<file path="src/hw/rtl/pob_pkg.sv">
// Package: shared constants, payload structs and control types for the order book.
`timescale 1ns / 1ps
package pob_pkg;

  localparam int unsigned BOOK_DEPTH = 128;
  localparam int unsigned ADDR_W     = $clog2(BOOK_DEPTH);
  localparam int unsigned CNT_W      = 8;
  localparam int unsigned PRICE_W    = 32;
  localparam int unsigned QTY_W      = 32;
  localparam int unsigned ENTRY_W    = PRICE_W + QTY_W;

  localparam logic [2:0] ACT_INSERT = 3'd0;
  localparam logic [2:0] ACT_MODIFY = 3'd1;
  localparam logic [2:0] ACT_DELETE = 3'd2;
  localparam logic [2:0] ACT_READ   = 3'd3;

  localparam logic [2:0] STAT_OK      = 3'd0;
  localparam logic [2:0] STAT_RANGE   = 3'd1;
  localparam logic [2:0] STAT_FULL    = 3'd2;
  localparam logic [2:0] STAT_NOENTRY = 3'd3;
  localparam logic [2:0] STAT_BADACT  = 3'd4;

  typedef struct packed {
    logic        [2:0]         action;
    logic        [7:0]         position;
    logic        [PRICE_W-1:0] price;
    logic signed [QTY_W-1:0]   quantity;
  } req_t;

  typedef struct packed {
    logic        [2:0]         status;
    logic        [CNT_W-1:0]   book_size;
    logic        [PRICE_W-1:0] entry_price;
    logic signed [QTY_W-1:0]   entry_quantity;
  } resp_t;

  typedef enum logic [3:0] {
    S_IDLE,
    S_DECODE,
    S_SH_RD,
    S_SH_WR,
    S_PUT,
    S_DROP,
    S_FETCH,
    S_COMMIT,
    S_RESP
  } state_e;

  typedef enum logic [1:0] {
    WR_SHIFT,
    WR_NEW,
    WR_MERGE
  } wr_mode_e;

  // datapath -> sequencer
  typedef struct packed {
    logic fail;
    logic act_ins;
    logic act_mod;
    logic act_del;
    logic act_rd;
    logic ins_direct;
    logic del_direct;
    logic sh_done;
    logic shift_up;
  } flags_t;

  // sequencer -> datapath
  typedef struct packed {
    logic     req_ld;
    logic     dec;
    logic     rd_en;
    logic     rd_shift;
    logic     wr_en;
    wr_mode_e wr_mode;
    logic     idx_step;
    logic     cnt_inc;
    logic     cnt_dec;
    logic     cap_rd;
    logic     done;
    logic     busy;
  } ctrl_t;

endpackage

</file>
<file path="src/hw/rtl/pob_ctrl.sv">
// Sequencer: walks each request through decode, any entry shifting or fetch and commit, and response.
`timescale 1ns / 1ps
module pob_ctrl (
  input  logic            clk_i,
  input  logic            rst_ni,
  input  logic            start_i,
  input  pob_pkg::flags_t flags_i,
  output pob_pkg::ctrl_t  ctrl_o
);
  import pob_pkg::*;

  state_e state_q, state_d;

  always_ff @(posedge clk_i or negedge rst_ni) begin
    if (!rst_ni) begin
      state_q <= S_IDLE;
    end else begin
      state_q <= state_d;
    end
  end

  always_comb begin
    state_d = state_q;
    unique case (state_q)
      S_IDLE: begin
        if (start_i) state_d = S_DECODE;
      end
      S_DECODE: begin
        if (flags_i.fail) begin
          state_d = S_RESP;
        end else if (flags_i.act_ins) begin
          state_d = flags_i.ins_direct ? S_PUT : S_SH_RD;
        end else if (flags_i.act_del) begin
          state_d = flags_i.del_direct ? S_DROP : S_SH_RD;
        end else begin
          state_d = S_FETCH;
        end
      end
      S_SH_RD: state_d = S_SH_WR;
      S_SH_WR: begin
        if (flags_i.sh_done) begin
          state_d = flags_i.shift_up ? S_PUT : S_DROP;
        end else begin
          state_d = S_SH_RD;
        end
      end
      S_PUT:    state_d = S_RESP;
      S_DROP:   state_d = S_RESP;
      S_FETCH:  state_d = S_COMMIT;
      S_COMMIT: state_d = S_RESP;
      S_RESP:   state_d = S_IDLE;
      default:  state_d = S_IDLE;
    endcase
  end

  always_comb begin
    ctrl_o          = '0;
    ctrl_o.wr_mode  = WR_SHIFT;
    ctrl_o.busy     = (state_q != S_IDLE);
    unique case (state_q)
      S_IDLE: ctrl_o.req_ld = start_i;
      S_DECODE: ctrl_o.dec = 1'b1;
      S_SH_RD: begin
        ctrl_o.rd_en    = 1'b1;
        ctrl_o.rd_shift = 1'b1;
      end
      S_SH_WR: begin
        ctrl_o.wr_en    = 1'b1;
        ctrl_o.wr_mode  = WR_SHIFT;
        ctrl_o.idx_step = 1'b1;
      end
      S_PUT: begin
        ctrl_o.wr_en   = 1'b1;
        ctrl_o.wr_mode = WR_NEW;
        ctrl_o.cnt_inc = 1'b1;
      end
      S_DROP: ctrl_o.cnt_dec = 1'b1;
      S_FETCH: ctrl_o.rd_en = 1'b1;
      S_COMMIT: begin
        ctrl_o.wr_en   = flags_i.act_mod;
        ctrl_o.wr_mode = WR_MERGE;
        ctrl_o.cap_rd  = flags_i.act_rd;
      end
      S_RESP: ctrl_o.done = 1'b1;
      default: ctrl_o.busy = 1'b1;
    endcase
  end

endmodule

</file>
<file path="config.mk">
export PLATFORM = sky130hd
export DESIGN_NAME = pob_ctrl
export DESIGN_NICKNAME = d
export VERILOG_FILES = /design/src/hw/rtl/pob_pkg.sv /design/src/hw/rtl/pob_ctrl.sv
export SDC_FILE = /design/constraint.sdc
export NUM_CORES = 1
export LEC_CHECK = 0
export ABC_AREA = 1
export BUFFER_PORTS_ARGS = -buffer_cell sky130_fd_sc_hd__clkbuf_2
export CAP_MARGIN = 10
export CORE_AREA = 8 8 45 47
export DETAILED_ROUTE_END_ITERATION = 12
export DIE_AREA = 0 0 53 55
export SLEW_MARGIN = 10
export SYNTH_ARGS = -nofsm -noshare
export SYNTH_HDL_FRONTEND = slang
export SYNTH_SLANG_ARGS = --single-unit
export TNS_END_PERCENT = 50
</file>
<file path="constraint.sdc">
create_clock -name clk_i -period 1.85 [get_ports clk_i]
set_clock_uncertainty 0.15 [all_clocks]
set_input_delay 0 -clock clk_i [delete_from_list [all_inputs] [get_ports clk_i]]
set_output_delay 0 -clock clk_i [all_outputs]
set_load 0.02 [all_outputs]
</file>
==> metrics.txt <==
outcome finished clean; leakage power 0.366 nW; setup_tns 0 ps; Starting Density 26.1%; peak supply drop between 0.6 and 0.7 mV; Chip Height 55 um; max reg flops 4; Final Critical Period 1780 ps; ratio of final minimum period to clock period roughly 96%; DP Wirelength 974 um; internal reg-to-reg setup slack 70 ps; row cnt 14; I/O Buffers 24; total power 0.938 mW; Net Switching 0.498 mW; Tightest Pin Transition 182 ps; TritonCTS clock tree built; Distinct cells, synth 13; pre-CTS setup slack 562 ps; nets about 110; most area-hungry cell type in the Yosys netlist dfrtp_1; Area contributors post-synth dfrtp_1 (28%), inv_1 (12%), nor2_1 (12%), nand2_1 (11%), nand3_1 (9.7%); sequential area share after synthesis 27.7%; DRT iter0 DRCs 8; Final Setup Violations 0; Power Dens Cells 1450 mW/mm^2; CTS Buf Count 3; Routed Wire Length 1200 um; combinational fraction of design power 67.7%; Sw Share 53.1%; DIE WIDTH ~53 um; relative slew slack slightly below 90%; area grow syn2layout 79.2%; Layout Cells excl Fill 115; largest net degree at the start of global routing 8; global-route wire length before repair 1840 um; H-tree levels 1; Worst EP required between 1500 and 2000 ps; Placed Cells a little over 100; max cap viols 0; biggest regs state_q (4); Post-Synthesis Cells 61; vias in the first global route 498; Largest Register state_q; combined area of the multi-input logic cells 231 sq um; DR vias about 510; Pint 0.440 mW; detailed-route DRC error count 0; clock buffer depth 2; clock tree sinks 4; drt pass-1 iters 4; critical path capture point type flop; worst-path fanout max 4; Placer Congestion 0.732; root buffer cell clkbuf_4; post-synth top area share 27.7%; HP Class in -> out; routed vias/inst 4.43; design area 648 sq um; Synth Area per Inst roughly 6 sq um; routed len/inst 10.4 um; IO Count 25; Synth warnings 0; core area 0.00138 sq mm; clock power share 12.2%; Placed Instance Area 502 sq um; total gr overflow 0; antenna violations before repair 0; DIE AREA 0.00292 sq mm; Achievable Freq 561 MHz; fraction of layout cells with a size suffix above 1 43.4%; clk slew on worst S/H paths 40 ps; Final WS setup between 60 and 70 ps; CP Launch Type flop; Worst-Skew Late Latency 240 ps; critical path type reg -> reg; register area 104 sq um; Total GRT Usage 8.54%; Hold Vio Cnt, Final 0; Mapped Nets between 70 and 80; Ant. Diodes 0; fin. max-slew vios 0; Syn Std Cell Area 362 sq um; antenna viol nets, final 0; Critical Path AT 1810 ps; part of the power in registers 20.1%; fillers 148; Yosys reg bits 4
==> logic make-up after synthesis <==
kind of cell	Yosys count	share of synthesized area, %
compound gates	5	6.92
buf+inv	12	12.5
flops	4	27.7
simple gates	40	52.9
==> critical path, cell delays in order, from the launching register on <==
cell and delay, ps:
dfrtp_2 430, inv_1 120, nand2_1 110, nor2_4 120
nand2_1 60, nand3_1 70, nand2_1 50, dlygate4sd3_1 550
inv_1 50
==> worst paths after layout <==
path,depth (start not counted),from,end
max,8,state_q[1]$_DFFE_PN0P_,state_q[0]$_DFFE_PN0P_
min,3,flags_i[4],ctrl_o[2]
max reg2reg,8,state_q[1]$_DFFE_PN0P_,state_q[0]$_DFFE_PN0P_
min reg2reg,2,state_q[1]$_DFFE_PN0P_,state_q[1]$_DFFE_PN0P_
max in group asynchronous,3,rst_ni,state_q[2]$_DFFE_PN0P_
min in group asynchronous,3,rst_ni,state_q[0]$_DFFE_PN0P_
==> power groups by stage <==
stage	combinational (mW)	clock, mW	sequential [mW]
4_1_cts	0.602	0.114	0.170
3_3_place_gp	0.547	0	0.171
6_report	0.635	0.114	0.189
2_1_floorplan	0.391	0	0.161
5_1_grt	0.699	0.123	0.194
3_5_place_dp	0.546	0	0.171
==> Yosys cell counts <==
master / number
nor2_1: 12
nand3_1: 7
nand2_4: 1
nor3_1: 3
nand2_2: 3
nor2_2: 1
inv_1: 12
nor3b_1: 1
nand2_1: 11
dfrtp_1: 4
a21oi_1: 2
nor2_4: 1
o21ai_0: 3
==> final cells by class <==
cell class	count	area share [%]
inverters	12	6.95
well taps	16	3.09
repair buffers	35	34.7
flip-flops and latches	4	16.0
multi-input cells	45	35.7
clock buffers	3	3.47
==> metrics by stage <==
step,hold slack [ps],util (%)
2_1_floorplan,-446,-
3_3_place_gp,-340,36.3
3_5_place_dp,-337,36.3
4_1_cts,196,44.4
5_1_grt,215,46.8
6_report,194,46.8
==> cell usage in the layout, fill, tap and decap left out, drive strengths merged <==
master	synthesis	final
a21oi	2	2
buf	0	2
clkbuf	0	27
dfrtp	4	4
dlygate4sd3	0	9
inv	12	12
nand2	15	15
nand3	7	7
nor2	14	14
nor3	3	3
nor3b	1	1
o21ai	3	3
==> layer usage <==
layer / up-vias / global-route usage, % / part of all wire (%)
met3: 6 / 2.14 / 8.6
met4: 0 / 9.05 / 4.3
li1: 264 / - / -
met5: - / 0 / 0
met1: 217 / 8.10 / 40
met2: 22 / 14.5 / 47
==> what timing repair did <==
| item | in CTS | in global routing |
|---|---|---|
| hold endpoints to repair | 8 | 0 |
| buffers inserted | 0 | 2 |
| setup endpoints to repair | 0 | 2 |
| resized for setup | 0 | 9 |
| hold buffers | 9 | 0 |
Power figures use the tool's default switching activity.
